==> src/design/far_pkg.sv <==
`timescale 1ns / 1ps
// ----------------------------------------------------------------------------
// far_pkg
// Shared widths, codes and control types of the fade attenuation ramp.
// ----------------------------------------------------------------------------
package far_pkg;

   localparam int FRAME_W    = 18;
   localparam int FACTOR_W   = 13;
   localparam int QUOT_W     = 13;
   localparam int DIVIDEND_W = FRAME_W + FACTOR_W;
   localparam int ATTEN_W    = 14;
   localparam int KIND_W     = 3;
   localparam int ACTION_W   = 2;
   localparam int STEP_W     = 4;

   localparam logic [FRAME_W-1:0]  MAX_FRAMES = 18'd262143;
   localparam logic [FACTOR_W-1:0] FACTOR_DEEP    = 13'd5000;
   localparam logic [FACTOR_W-1:0] FACTOR_SHALLOW = 13'd1000;
   localparam logic [STEP_W-1:0]   DIV_LAST_STEP  = STEP_W'(QUOT_W - 1);

   localparam logic [ACTION_W-1:0] ACT_TICK   = 2'd0;
   localparam logic [ACTION_W-1:0] ACT_START  = 2'd1;
   localparam logic [ACTION_W-1:0] ACT_CANCEL = 2'd2;
   localparam logic [ACTION_W-1:0] ACT_NONE   = 2'd3;

   localparam logic [KIND_W-1:0] KIND_NONE             = 3'd0;
   localparam logic [KIND_W-1:0] KIND_FADE_OUT_STOP    = 3'd1;
   localparam logic [KIND_W-1:0] KIND_FADE_IN          = 3'd2;
   localparam logic [KIND_W-1:0] KIND_FADE_IN_SHALLOW  = 3'd3;
   localparam logic [KIND_W-1:0] KIND_FADE_OUT_SHALLOW = 3'd4;

   typedef struct packed {
      logic start;
   } div_ctrl_type;

   typedef struct packed {
      logic busy;
      logic done;
   } div_stat_type;

endpackage

==> src/design/fade_attenuation_ramp_core.sv <==
`timescale 1ns / 1ps
// ----------------------------------------------------------------------------
// fade_attenuation_ramp_core
// Per-frame volume fade generator with an iterative divider for the ramp.
//
//   channel  dir  tdata                                    tuser
//   req      in   fade_kind[2:0] frames[20:3]              action[1:0]
//   rsp      out  applied[0] finished[1] stop_request[2]   volume_valid
//                 attenuation[16:3]
//
// start, cancel and ticks without a new volume go through the finish state to the output
// a tick with a new volume first takes one multiply and 13 divide steps
// req_tready is high only while the sequencer is idle
// a result waiting on rsp_tready does not block the next request
// synchronous active-high reset clears the fade and all handshake state
// ----------------------------------------------------------------------------
module fade_attenuation_ramp_core
   import far_pkg::*;
(
   input  logic        clock,
   input  logic        reset,
   input  logic        req_tvalid,
   output logic        req_tready,
   input  logic [23:0] req_tdata,   // fade_kind, frames, zero pad
   input  logic [1:0]  req_tuser,   // action
   output logic        rsp_tvalid,
   input  logic        rsp_tready,
   output logic [23:0] rsp_tdata,   // applied, finished, stop_request, attenuation, zero pad
   output logic        rsp_tuser    // volume_valid
);

   typedef enum logic [4:0] {
      S_IDLE = 5'b00001,
      S_MUL  = 5'b00010,
      S_LOAD = 5'b00100,
      S_DIV  = 5'b01000,
      S_FIN  = 5'b10000
   } state_type;

   state_type            state_ff, state_in;
   logic [KIND_W-1:0]    active_kind_ff, active_kind_in;
   logic [FRAME_W-1:0]   frames_left_ff, frames_left_in;
   logic [FRAME_W-1:0]   fade_length_ff, fade_length_in;
   logic                 res_applied_ff, res_applied_in;
   logic                 res_finished_ff, res_finished_in;
   logic                 res_stop_ff, res_stop_in;
   logic                 res_valid_ff, res_valid_in;
   logic [KIND_W-1:0]    res_kind_ff, res_kind_in;
   logic [DIVIDEND_W-1:0] product_ff;
   logic                 rsp_valid_ff, rsp_valid_in;
   logic                 rsp_applied_ff, rsp_finished_ff, rsp_stop_ff, rsp_vol_ff;
   logic [ATTEN_W-1:0]   rsp_atten_ff;

   logic [ACTION_W-1:0]  req_action;
   logic [KIND_W-1:0]    req_kind;
   logic [FRAME_W-1:0]   req_frames;
   logic [FRAME_W-1:0]   start_len;
   logic                 req_fire;
   logic                 rsp_free;
   logic                 deep;
   logic                 to_floor;
   logic [FACTOR_W-1:0]  factor;
   logic [ATTEN_W-1:0]   atten;
   logic [QUOT_W-1:0]    quotient;
   div_ctrl_type         div_ctrl;
   div_stat_type         div_stat;

   assign req_action = req_tuser;
   assign req_kind   = req_tdata[2:0];
   assign req_frames = req_tdata[20:3];
   assign start_len  = (req_frames > MAX_FRAMES) ? MAX_FRAMES : req_frames;
   assign req_tready = (state_ff == S_IDLE);
   assign req_fire   = req_tvalid && req_tready;
   assign rsp_free   = !rsp_valid_ff || rsp_tready;

   assign deep     = (res_kind_ff == KIND_FADE_OUT_STOP) || (res_kind_ff == KIND_FADE_IN);
   assign to_floor = (res_kind_ff == KIND_FADE_OUT_STOP) ||
                     (res_kind_ff == KIND_FADE_OUT_SHALLOW);
   assign factor   = deep ? FACTOR_DEEP : FACTOR_SHALLOW;

   always_comb begin
      if (!res_valid_ff) begin
         atten = '0;
      end else if (to_floor) begin
         atten = {1'b0, quotient} - {1'b0, factor};
      end else begin
         atten = '0 - {1'b0, quotient};
      end
   end

   assign div_ctrl.start = (state_ff == S_LOAD);

   far_divider u_divider (
      .clock    (clock),
      .reset    (reset),
      .ctrl     (div_ctrl),
      .dividend (product_ff),
      .divisor  (fade_length_ff),
      .stat     (div_stat),
      .quotient (quotient)
   );

   always_comb begin
      state_in        = state_ff;
      active_kind_in  = active_kind_ff;
      frames_left_in  = frames_left_ff;
      fade_length_in  = fade_length_ff;
      res_applied_in  = res_applied_ff;
      res_finished_in = res_finished_ff;
      res_stop_in     = res_stop_ff;
      res_valid_in    = res_valid_ff;
      res_kind_in     = res_kind_ff;
      rsp_valid_in    = rsp_valid_ff && !rsp_tready;
      unique case (state_ff)
         S_IDLE: begin
            if (req_fire) begin
               res_applied_in  = 1'b0;
               res_finished_in = 1'b0;
               res_stop_in     = 1'b0;
               res_valid_in    = 1'b0;
               res_kind_in     = req_kind;
               state_in        = S_FIN;
               case (req_action)
                  ACT_START: begin
                     fade_length_in = start_len;
                     frames_left_in = start_len;
                     active_kind_in = ((req_kind >= KIND_FADE_OUT_STOP) &&
                                       (req_kind <= KIND_FADE_OUT_SHALLOW)) ?
                                      req_kind : KIND_NONE;
                  end
                  ACT_CANCEL: begin
                     active_kind_in = KIND_NONE;
                  end
                  ACT_TICK: begin
                     if ((req_kind != KIND_NONE) && (req_kind == active_kind_ff)) begin
                        res_applied_in = 1'b1;
                        if (frames_left_ff <= FRAME_W'(1)) begin
                           frames_left_in  = '0;
                           active_kind_in  = KIND_NONE;
                           res_finished_in = 1'b1;
                           res_stop_in     = (req_kind == KIND_FADE_OUT_STOP);
                        end else begin
                           frames_left_in = frames_left_ff - 1'b1;
                           res_valid_in   = 1'b1;
                           state_in       = S_MUL;
                        end
                     end
                  end
                  default: begin
                  end
               endcase
            end
         end
         S_MUL:  state_in = S_LOAD;
         S_LOAD: state_in = S_DIV;
         S_DIV: begin
            if (div_stat.done) begin
               state_in = S_FIN;
            end
         end
         S_FIN: begin
            if (rsp_free) begin
               rsp_valid_in = 1'b1;
               state_in     = S_IDLE;
            end
         end
         default: state_in = S_IDLE;
      endcase
   end

   always_ff @(posedge clock) begin
      if (reset) begin
         state_ff       <= S_IDLE;
         active_kind_ff <= KIND_NONE;
         frames_left_ff <= '0;
         fade_length_ff <= '0;
         rsp_valid_ff   <= 1'b0;
      end else begin
         state_ff       <= state_in;
         active_kind_ff <= active_kind_in;
         frames_left_ff <= frames_left_in;
         fade_length_ff <= fade_length_in;
         rsp_valid_ff   <= rsp_valid_in;
      end
   end

   always_ff @(posedge clock) begin
      res_applied_ff  <= res_applied_in;
      res_finished_ff <= res_finished_in;
      res_stop_ff     <= res_stop_in;
      res_valid_ff    <= res_valid_in;
      res_kind_ff     <= res_kind_in;
      if (state_ff == S_MUL) begin
         product_ff <= DIVIDEND_W'(frames_left_ff * factor);
      end
      if ((state_ff == S_FIN) && rsp_free) begin
         rsp_applied_ff  <= res_applied_ff;
         rsp_finished_ff <= res_finished_ff;
         rsp_stop_ff     <= res_stop_ff;
         rsp_vol_ff      <= res_valid_ff;
         rsp_atten_ff    <= atten;
      end
   end

   assign rsp_tvalid = rsp_valid_ff;
   assign rsp_tuser  = rsp_vol_ff;
   assign rsp_tdata  = {7'd0, rsp_atten_ff, rsp_stop_ff, rsp_finished_ff, rsp_applied_ff};

   a_idle_div_quiet: assert property (@(posedge clock) disable iff (reset)
      (state_ff == S_IDLE) |-> !div_stat.busy) else $error("divider busy while idle");
   a_done_in_div: assert property (@(posedge clock) disable iff (reset)
      div_stat.done |-> (state_ff == S_DIV)) else $error("divider done out of sequence");
   a_quot_range: assert property (@(posedge clock) disable iff (reset)
      (state_ff == S_FIN) && res_valid_ff |-> ({1'b0, quotient} < {1'b0, factor}))
      else $error("quotient out of range");
   a_kind_legal: assert property (@(posedge clock) disable iff (reset)
      active_kind_ff <= KIND_FADE_OUT_SHALLOW) else $error("illegal active kind");

endmodule

==> src/design/far_divider.sv <==
`timescale 1ns / 1ps
// ----------------------------------------------------------------------------
// far_divider
// Restoring shift-subtract divider, one quotient bit per cycle.
// ----------------------------------------------------------------------------
module far_divider
   import far_pkg::*;
(
   input  logic                  clock,
   input  logic                  reset,
   input  div_ctrl_type          ctrl,
   input  logic [DIVIDEND_W-1:0] dividend,
   input  logic [FRAME_W-1:0]    divisor,
   output div_stat_type          stat,
   output logic [QUOT_W-1:0]     quotient
);

   logic                busy_ff, busy_in;
   logic                done_ff, done_in;
   logic [STEP_W-1:0]   step_ff, step_in;
   logic [FRAME_W-1:0]  rem_ff, rem_in;
   logic [QUOT_W-1:0]   quo_ff, quo_in;
   logic [FRAME_W-1:0]  dvs_ff, dvs_in;
   logic [FRAME_W:0]    trial;
   logic [FRAME_W:0]    diff;
   logic                fits;

   assign trial = {rem_ff, quo_ff[QUOT_W-1]};
   assign diff  = trial - {1'b0, dvs_ff};
   assign fits  = trial >= {1'b0, dvs_ff};

   always_comb begin
      busy_in = busy_ff;
      done_in = 1'b0;
      step_in = step_ff;
      rem_in  = rem_ff;
      quo_in  = quo_ff;
      dvs_in  = dvs_ff;
      if (ctrl.start) begin
         busy_in = 1'b1;
         step_in = DIV_LAST_STEP;
         rem_in  = dividend[DIVIDEND_W-1:QUOT_W];
         quo_in  = dividend[QUOT_W-1:0];
         dvs_in  = divisor;
      end else if (busy_ff) begin
         rem_in = fits ? diff[FRAME_W-1:0] : trial[FRAME_W-1:0];
         quo_in = {quo_ff[QUOT_W-2:0], fits};
         if (step_ff == '0) begin
            busy_in = 1'b0;
            done_in = 1'b1;
         end else begin
            step_in = step_ff - 1'b1;
         end
      end
   end

   always_ff @(posedge clock) begin
      if (reset) begin
         busy_ff <= 1'b0;
         done_ff <= 1'b0;
         step_ff <= '0;
      end else begin
         busy_ff <= busy_in;
         done_ff <= done_in;
         step_ff <= step_in;
      end
   end

   always_ff @(posedge clock) begin
      rem_ff <= rem_in;
      quo_ff <= quo_in;
      dvs_ff <= dvs_in;
   end

   assign stat.busy = busy_ff;
   assign stat.done = done_ff;
   assign quotient  = quo_ff;

   a_done_pulse: assert property (@(posedge clock) disable iff (reset)
      done_ff |=> !done_ff) else $error("divider done held");
   a_done_after_busy: assert property (@(posedge clock) disable iff (reset)
      $rose(done_ff) |-> $past(busy_ff)) else $error("divider done without run");
   a_no_restart: assert property (@(posedge clock) disable iff (reset)
      busy_ff && (step_ff != '0) |-> !ctrl.start) else $error("divider restarted");

endmodule

==> config.mk <==
export PLATFORM = sky130hd
export DESIGN_NAME = fade_attenuation_ramp_core
export DESIGN_NICKNAME = d
export VERILOG_FILES = /design/src/design/far_pkg.sv /design/src/design/fade_attenuation_ramp_core.sv /design/src/design/far_divider.sv
export SDC_FILE = /design/constraint.sdc
export NUM_CORES = 1
export LEC_CHECK = 0
export ABC_AREA = 1
export BUFFER_PORTS_ARGS = -buffer_cell sky130_fd_sc_hd__buf_2
export CAP_MARGIN = 20
export CORE_MARGIN = 2
export CORE_UTILIZATION = 35
export CTS_BUF_LIST = sky130_fd_sc_hd__clkbuf_4 sky130_fd_sc_hd__clkbuf_8
export DETAILED_ROUTE_END_ITERATION = 10
export GPL_TIMING_DRIVEN = 0
export SLEW_MARGIN = 30
export SYNTH_ARGS = -nofsm -noshare
export SYNTH_HDL_FRONTEND = slang
export SYNTH_SLANG_ARGS = --single-unit
==> constraint.sdc <==
create_clock -name clock -period 7.3 [get_ports clock]
set_input_delay 0.365 -clock clock [delete_from_list [all_inputs] [get_ports clock]]
set_output_delay 0.365 -clock clock [all_outputs]
set_load 0.05 [all_outputs]
# [After elaboration in Yosys (flattened, before gate mapping)]
# Cells that the tools add are included.
[classes] multipliers=1 n_lt_le_gt_ge=5 n_mux=34 reduce_logical=27 n_bitwise=2 add_sub_neg=5 eq_ne=18
[ops] op="$mux 18" count=6
[ops] op="$mux 13" count=3
[ops] op="$pmux 18 s2" count=1
[ops] op="$mul 18x13->31" count=1
[ops] op="$mux 5" count=6
[ops] op="$pmux 5 s5" count=1
[ops] op="$ge 19x18->1" count=1
[ops] op="$gt 18x18->1 const B" count=1
[ops] op="$le 18x1->1 const B" count=1
[ops] op="$sub 18x1->18 const B" count=1
[ops] op="$sub 18x18->18" count=1
[ops] op="$mux 14" count=1
[ops] op="$sub 1x13->14 const A" count=1
[ops] op="$sub 13x13->14" count=1
[ops] op="$mux 4" count=3
[ops] op="$mux 1" count=9
[ops] op="$mux 3" count=3
[ops] op="$pmux 3 s3" count=1
[ops] op="$reduce_and 3->1" count=3
[ops] op="$ne 2x2->1 const B" count=4
[ops] op="$reduce_and 2->1" count=4
[ops] op="$eq 3x1->1 const B" count=2
[ops] op="$reduce_bool 3->1" count=2
[ops] op="$eq 5x1->1 const B" count=1
[ops] op="other kinds (24)" count=34
[word_totals] output_inout_bits=27 inputBits=30 regBits=156 wordCells=115

# [Logic depth before layout (Yosys ltp)]
# Gate-level depths: netlist of the first run.
[logic_depth] word_depth=6 mapped_depth=25 mapped_depth_nobuf=25

# [Hierarchy]
# A second synthesis of the first run with hierarchy kept.
[unflattened] hier_cells=1606 area_unflattened_um2=13121.3
[modules_own_cells] mod="fade_attenuation_ramp_core" area_each_um2=9461.6 cells_each=1152 seq_area_each_um2=2492.4 instances=1
[modules_own_cells] mod="far_divider" area_each_um2=3659.8 cells_each=454 seq_area_each_um2=1591.5 instances=1

# [Worst setup path after synthesis of the first run]
# No wires, ideal clock.
[synth_timing] path_kind="flip-flop to flip-flop" startpoint="register res_kind_ff[0]" endpoint="register product_ff[28], data pin" path_stages_with_launch=24 slack_ps=2357 t_arrival_ps=4690 path_buffers=1 period_less_slack_ps=4943 cell_sequence="edfxtp_1 -> nor2_1 -> o22ai_1 -> inv_2 -> buf_1 -> nor2_1 -> ha_1 -> inv_1 -> fa_1 -> inv_1 -> fa_1 -> fa_1 -> inv_1 -> fa_1 -> inv_1 -> ha_1 -> a21oi_1 -> nor2_1 -> nor2_1 -> nor2_1 -> nor3_1 -> nand3_1 -> nand2_1 -> nand2_1"
[synth_between] elab_chain_len=4 elab_cells_between_ends=5 classes_between="1 x mul; 2 x eq/ne; 1 x mux; 1 x reduce/logical"
[synth_lines] item="start: declaration" line="fade_attenuation_ramp_core.sv:48" source="logic [KIND_W-1:0] res_kind_ff, res_kind_in;"
[synth_lines] item="start signal: assignment" line="fade_attenuation_ramp_core.sv:192" source="res_kind_ff <= res_kind_in;"
[synth_lines] item="$eq 3x1->1 / $eq 3x2->1 (equally long branches)" line="fade_attenuation_ramp_core.sv:76" source="assign deep = (res_kind_ff == KIND_FADE_OUT_STOP) || (res_kind_ff == KIND_FADE_IN);"
[synth_lines] item="$logic_or 1x1->1 *" line="fade_attenuation_ramp_core.sv:76"
[synth_lines] item="$mux 13 *" line="fade_attenuation_ramp_core.sv:79" source="assign factor = deep ? FACTOR_DEEP : FACTOR_SHALLOW;"
[synth_lines] item="$mul 18x13->31 *" line="fade_attenuation_ramp_core.sv:194" source="product_ff <= DIVIDEND_W'(frames_left_ff * factor);"
[synth_lines] item="end signal: assignment" line="fade_attenuation_ramp_core.sv:194"
[synth_lines] item="end: declaration" line="fade_attenuation_ramp_core.sv:49" source="logic [DIVIDEND_W-1:0] product_ff;"
# Mark *: on every way between the ends. The rest lies on a longest branch, timed or not.
# A chain may end at the register's enable or synchronous reset.

# [Worst setup path in the final report of the first run]
# Same ends and word-level chain as after synthesis.

==> metrics.md, run 1 <==
| Metric | Value |
|---|---|
| Status | `complete, no violations` |
| CTS H-tree lvls | `4` |
| DR WL/cell | `15.5 µm` |
| Worst endpoint data arrival time | `6.21 ns` |
| Number of flops mapped to enable cells by yosys | `between 100 and 150` |
| Synth top area cells | `edfxtp_1 (24%), ha_1 (13%), fa_1 (12%)` |
| Sequential fraction of the synthesis area | `0.316` |
| Minimum clock period | `around 6.0 ns` |
| Flip-flop and latch count after synthesis | `153` |
| GRT met1 Usage | `0.251` |
| Slew @ Worst Pin | `0.874 ns` |
| Worst path cell trace | `nor2_1 > o22ai_1 > inv_2 > buf_1 > nor2_1 > ha_1 > inv_1 > fa_1 > inv_1 > fa_1 > fa_1 > inv_1 > fa_1 > inv_1 > ha_1 > a21oi_1 > nor2_1 > nor2_1 > nor2_1 > nor3_1 > nand3_1 > nand2_1 > nand2_1` |
| CTS buffer count | `17` |
| Final instance area | `14200 µm²` |
| Worst hold path class | `primary input to flop` |
| Fraction of layout cells with a size suffix above 1 | `0.0742` |
| Post-DP HPWL | `27600 µm` |
| Largest family of logic cells by synthesized area | `adder cells` |
| Setup ws final | `around 1.3 ns` |
| Cell Area, Synth | `12900 µm²` |
| Cells after synthesis | `1601` |
| Static Leak | `6.97 nW` |
| TritonRoute pass-1 iters | `5` |
| Setup Skew | `0.0193 ns` |
| Area Growth Syn to Fin | `9.99%` |
| Post-CTS setup repair buffer count | `0` |
| Rows | `70` |
| Critical Path End Type | `flop` |
| Synth warn | `0` |
| Slowest CP cell | `buf_1` |
| Max_cap viols | `0` |
| Total Nets Final | `1911` |
| GR Overflow Total | `0` |
| Post-synth top area cell | `edfxtp_1` |
| Netlist cell types | `45` |
| Die Y | `196 µm` |
| DRT Wirelength | `33400 µm` |
| Initial antenna violation count | `0` |
| Worst skew pair latency | `0.45 ns` |
| DRC | `0` |
| Sink Count | `between 150 and 200` |
| Pre-CTS setup slack | `~1.3 ns` |
| Antenna Nets Post-Route | `0` |
| Post-synthesis simple-gate area fraction | `0.223` |
| CTS Root Cell | `clkbuf_8` |
| Post-CTS Resized | `0` |
| Post-Synth Adder-Cell Area | `0.248` |
| # diodes | `0` |
| CTS tree | `done` |
| Final TNS setup | `0 ns` |
| Gr busiest metal | `met2` |
| Final Hold Viols | `0` |
| Buffers added on ports | `44` |
| Synth top area share | `0.237` |
| Area after DPL | `13800 µm²` |
| Async SR Flop Fraction | `0` |
| XOR/XNOR share of the synthesized area | `0.0271` |
| Initial drt markers | `629` |
| Top FF cell, synth | `edfxtp_1` |
| Tcrit/Tclk final | `0.828` |
| First-pass GRT wire length | `53400 µm` |
| Synth Area per Inst | `~8.1 µm²` |
| Met3 Track Usage GR | `0.0211` |
| Crit-path max FO | `11` |
| Grt met2 use | `0.291` |
| Via count | `10.5k` |
| Most frequent CP cell | `nor2_1` |
| Critical path launch point type | `flop` |
| CTS Buffer Depth | `2` |
| RSZ-0062 raised after global routing | `false` |
| Io pins | `57` |
| Maximum clock rate | `roughly 170 MHz` |
| Largest net degree at the start of global routing | `32` |
| Final Max Tran Viols | `0` |
| Post-synthesis mux area share | `0` |
| Post-synthesis compound-gate area fraction | `0.0813` |
| CP max stage delay | `0.64 ns` |
| Data required, critical path | `around 7.5 ns` |
| GRT Util Overall | `0.177` |
| Vias per cell | `4.86` |
| Starting Density | `0.354` |
| Vias in the first global route | `9962` |
| Core Box Area | `around 36000 µm²` |
| Crit Path Category | `flop to flop` |
| Die W | `around 200 µm` |
| Power Density | `roughly 180 nW/µm²` |
| Clk pin slew, worst setup/hold paths | `around 0.10 ns` |
| Hold bufs inserted after CTS | `0` |
| Inst Count DP | `2120` |
| Layout Cells excl Fill | `2152` |
| Finish-stage setup viols | `0` |
| Gpl congestion | `0.894` |
| Slew HR | `0.413` |
| Max IR drop VDD | `0.100 mV` |
| Die area | `slightly below 40000 µm²` |
| Reg2Reg Setup Slack | `1.26 ns` |
## cells in the mapped netlist, drive strengths merged, types with 4 or more instances
| cell | instances |
|---|---|
| ha | 133 |
| dfxtp | 51 |
| fa | 77 |
| inv | 288 |
| nand2 | 381 |
| o21ai | 60 |
| xor2 | 28 |
| nand3 | 81 |
| a21o | 4 |
| edfxtp | 102 |
| a31oi | 4 |
| nor2 | 129 |
| a21oi | 123 |
| xnor2 | 12 |
| clkbuf | 15 |
| nand4 | 20 |
| nor3 | 27 |
| buf | 28 |
| nand3b | 22 |
## final timing paths
check | startpoint | to | cells after the start
min | req_tdata[0] | res_kind_ff[0] | 1
min reg2reg | fade_length_ff[1] | u_divider.dvs_ff[1] | 0
max | res_kind_ff[0] | product_ff[28] | 23
max reg2reg | res_kind_ff[0] | product_ff[28] | 23
## flip-flops by register name, indices dropped and copies added (netlist names), 3 cells and up
| name | count |
|---|---|
| state_ff | 5 |
| u_divider.dvs_ff | 18 |
| rsp_atten_ff | 14 |
| product_ff | 28 |
| active_kind_ff | 3 |
| u_divider.rem_ff | 18 |
| u_divider.quotient | 13 |
| fade_length_ff | 18 |
| u_divider.step_ff | 4 |
| frames_left_ff | 18 |
| res_kind_ff | 3 |
## worst max-delay path, delay by kind of cell, from the launching register on
kind            cells  cell delay, ns
compound gates      2            0.38
fa+ha+maj           6            2.73
buf+inv             6            1.04
flops               1            0.42
simple gates        9            1.15
## routing by layer
metal,share of wire,up-vias
met5,0,-
met3,0.041,22
li1,-,5266
met4,0.014,0
met2,0.47,227
met1,0.48,4943
## power breakdown
| part | internal, mW | switching [mW] |
|---|---|---|
| Sequential | 0.966 | 0.0362 |
| Clock | 0.345 | 0.339 |
| Combinational | 0.315 | 0.591 |
## layout by cell type, fill, tap and decap left out, drive strengths merged, types with 4 or more instances in the layout
master	n
nand2	381
inv	292
ha	133
nor2	129
a21oi	123
edfxtp	102
nand3	81
fa	77
buf	73
o21ai	60
dfxtp	51
clkbuf	33
xor2	28
nor3	27
nand3b	22
nand4	20
xnor2	12
conb	7
clkinv	7
a21o	4
a31oi	4
## cell families (layout without fill, tap and decap cells)
logic type	Yosys count	in the layout
AOI/OAI and AO/OA	201	201
xor gates and xnor gates	40	40
adders and majority gates	210	210
buffers and inverters	331	408
DFF	153	153
other	1	7
and+or+nand+nor	665	665
## final cells by class
class	count	area, µm²
fill	3725	22200
multi-input combinational	1123	7530
sequential	153	4080
inverter	288	1080
tap	468	586
buffer	43	263
timing repair buffer	45	248
clock buffer	18	241
clock inverter	14	170
## per-stage QoR
stage | power [mW] | utilization | hold WS [ns]
floorplan | 1.67 | - | 0.400
global placement | 1.91 | 0.377 | 0.415
detailed placement | 1.93 | 0.378 | 0.423
CTS | 2.61 | 0.390 | 0.0972
global route | 2.77 | 0.390 | 0.0994
finish | 2.59 | 0.390 | 0.120
Note: power is estimated with default switching activity, not from simulation.
==> run 2: changes to the inputs <==
clock period = 5.9 ns   (was 7.3 ns; I/O delays follow)
==> metrics.md, run 2 (synthesis gave the netlist of run 1 again) <==
| Metric | Value |
|---|---|
| Buffers added on ports | `44` |
| Fraction of layout cells with a size suffix above 1 | `0.0761` |
| CTS Buffer Depth | `2` |
| CTS H-tree lvls | `4` |
| Final instance area | `14200 µm²` |
| First-pass GRT wire length | `53200 µm` |
| Power Density | `226 nW/µm²` |
| Initial antenna violation count | `0` |
| Status | `complete, no violations` |
| # diodes | `0` |
| Area after DPL | `13800 µm²` |
| RR Startpoint | `res_kind_ff[1]` |
| Worst Hold Endpoint | `res_kind_ff[0]` |
| Initial drt markers | `648` |
| Critical Path End Type | `flop` |
| Reg with most FFs | `product_ff` |
| CTS tree | `done` |
| Finish-stage setup viols | `0` |
| Sink Count | `153` |
| Die area | `38400 µm²` |
| DRC | `0` |
| Starting Density | `0.354` |
| Area Growth Syn to Fin | `10.1%` |
| R2r worst-path depth | `19` |
| Post-DP HPWL | `between 20000 and 30000 µm` |
| Leading cell types in the layout, fill and taps excluded | `nand2_1 (374), inv_1 (283), ha_1 (133), nor2_1 (122), a21oi_1 (120)` |
| Setup ws final | `0.389 ns` |
| Rows | `70` |
| Slew @ Worst Pin | `0.912 ns` |
| Max_cap viols | `0` |
| Worst hold slack | `just over 0.05 ns` |
| Post-CTS setup repair buffer count | `0` |
| Worst path cell trace | `o22ai_2 > clkbuf_1 > buf_2 > nor2_1 > ha_1 > fa_1 > fa_1 > inv_1 > fa_1 > inv_1 > ha_1 > a21oi_1 > nor2_1 > nor2_1 > nor2_1 > nor3_1 > nand3_1 > nand2_1 > nand2_1` |
| Vias in the first global route | `9944` |
| Hold Crit Depth | `1` |
| Largest register FFs | `28` |
| CTS Root Cell | `clkbuf_8` |
| Max IR drop VDD | `0.124 mV` |
| DR WL/cell | `15.5 µm` |
| Vias per cell | `4.87` |
| Largest net degree at the start of global routing | `32` |
| Antenna Nets Post-Route | `0` |
| DRT Wirelength | `33300 µm` |
| GRT Util Overall | `0.177` |
| Slew HR | `0.388` |
| Setup Skew | `0.0223 ns` |
| Reg2Reg Setup Slack | `0.39 ns` |
| Die W | `between 150 and 200 µm` |
| TritonRoute pass-1 iters | `5` |
| Slowest CP cell | `fa_1` |
| Total Nets Final | `1910` |
| Gpl congestion | `between 0.8 and 0.9` |
| CP max stage delay | `0.58 ns` |
| Crit-path max FO | `10` |
| Most frequent CP cell | `nor2_1` |
| Commonest non-fill, non-tap cell in the layout | `nand2_1` |
| Minimum clock period | `approximately 5.5 ns` |
| GR Overflow Total | `0` |
| Hold Startpoint | `req_tdata[0]` |
| Final Hold Viols | `0` |
| Crit Path Category | `flop to flop` |
| Static Leak | `around 7.0 nW` |
| RSZ-0062 raised after global routing | `false` |
| Data required, critical path | `around 6 ns` |
| Die Y | `196 µm` |
| Worst skew pair latency | `~0.45 ns` |
| CTS buffer count | `17` |
| Worst endpoint data arrival time | `5.68 ns` |
| Reg-to-Reg End | `product_ff[28]` |
| Final Max Tran Viols | `0` |
| Tcrit/Tclk final | `0.934` |
| Overall power | `~3.2 mW` |
| Maximum clock rate | `~180 MHz` |
| Worst hold path class | `primary input to flop` |
| Io pins | `57` |
| Clk pin slew, worst setup/hold paths | `0.10 ns` |
| Critical path launch point type | `flop` |
| Via count | `10.5k` |
| Core Box Area | `~36000 µm²` |
| Pre-CTS setup slack | `-0.119 ns` |
==> run 2: changes by cell type in the layout (fill, tap and decap cells not counted) <==
| cell | delta |
|---|---|
| inv_2 | -1 |
| o22ai_2 | +1 |
| buf_1 | -2 |
| buf_2 | +1 |
| clkinv_4 | +1 |
| o22ai_1 | -1 |
| a21oi_2 | +1 |
| a21oi_1 | -1 |
==> run 2: power breakdown <==
part	switching, mW	internal [mW]
sequential	0.0450	1.20
combinational	0.736	0.390
clock	0.418	0.427
==> run 2: critical path, delay by kind of cell (launching register included) <==
kind | cells | cell delay, ns
adder cells (fa/ha/maj) | 5 | 2.29
AO/OA/AOI/OAI | 2 | 0.54
flip-flops | 1 | 0.43
AND/OR/NAND/NOR | 8 | 0.91
buffers and inverters | 4 | 1.04
==> run 2: how the worst max path moves through the flow <==
stage	from	end	cells after the start
global route	res_kind_ff[0]	product_ff[29]	20
CTS	res_kind_ff[0]	product_ff[29]	23
floorplan	res_kind_ff[0]	product_ff[28]	23
global placement	res_kind_ff[0]	product_ff[28]	23
finish	res_kind_ff[1]	product_ff[28]	19
detailed placement	res_kind_ff[0]	product_ff[28]	23
==> run 2: through the flow <==
step / std cells / setup TNS, ns / util
finish: 2151 / 0 / 0.390
detailed placement: 2120 / -0.267 / 0.378
floorplan: 1607 / 0 / -
CTS: 2151 / 0 / 0.390
global route: 2151 / 0 / 0.390
global placement: 2119 / -0.106 / 0.377
==> run 2: cell type report <==
cell class,instances,area [µm²]
fill,3726,22200
multi-input combinational,1123,7540
sequential,153,4080
inverter,288,1090
tap,468,586
buffer,42,260
timing repair buffer,45,248
clock buffer,18,241
clock inverter,14,170
==> run 2: what timing repair did <==
item / CTS / global route
gates resized for setup: 0 / 7
hold buffers: 0 / 0
gates cloned: 0 / 0
setup endpoints to repair: 4 / 9
==> run 2: layer usage <==
layer / wire length [µm] / vias to the layer above / global-route usage / part of all wire
met5: 0 / - / 0 / 0
met4: 410 / 0 / 0.0384 / 0.012
met3: 1230 / 22 / 0.0205 / 0.037
met2: 15600 / 232 / 0.291 / 0.47
met1: 16000 / 4952 / 0.251 / 0.48
li1: - / 5262 / - / -
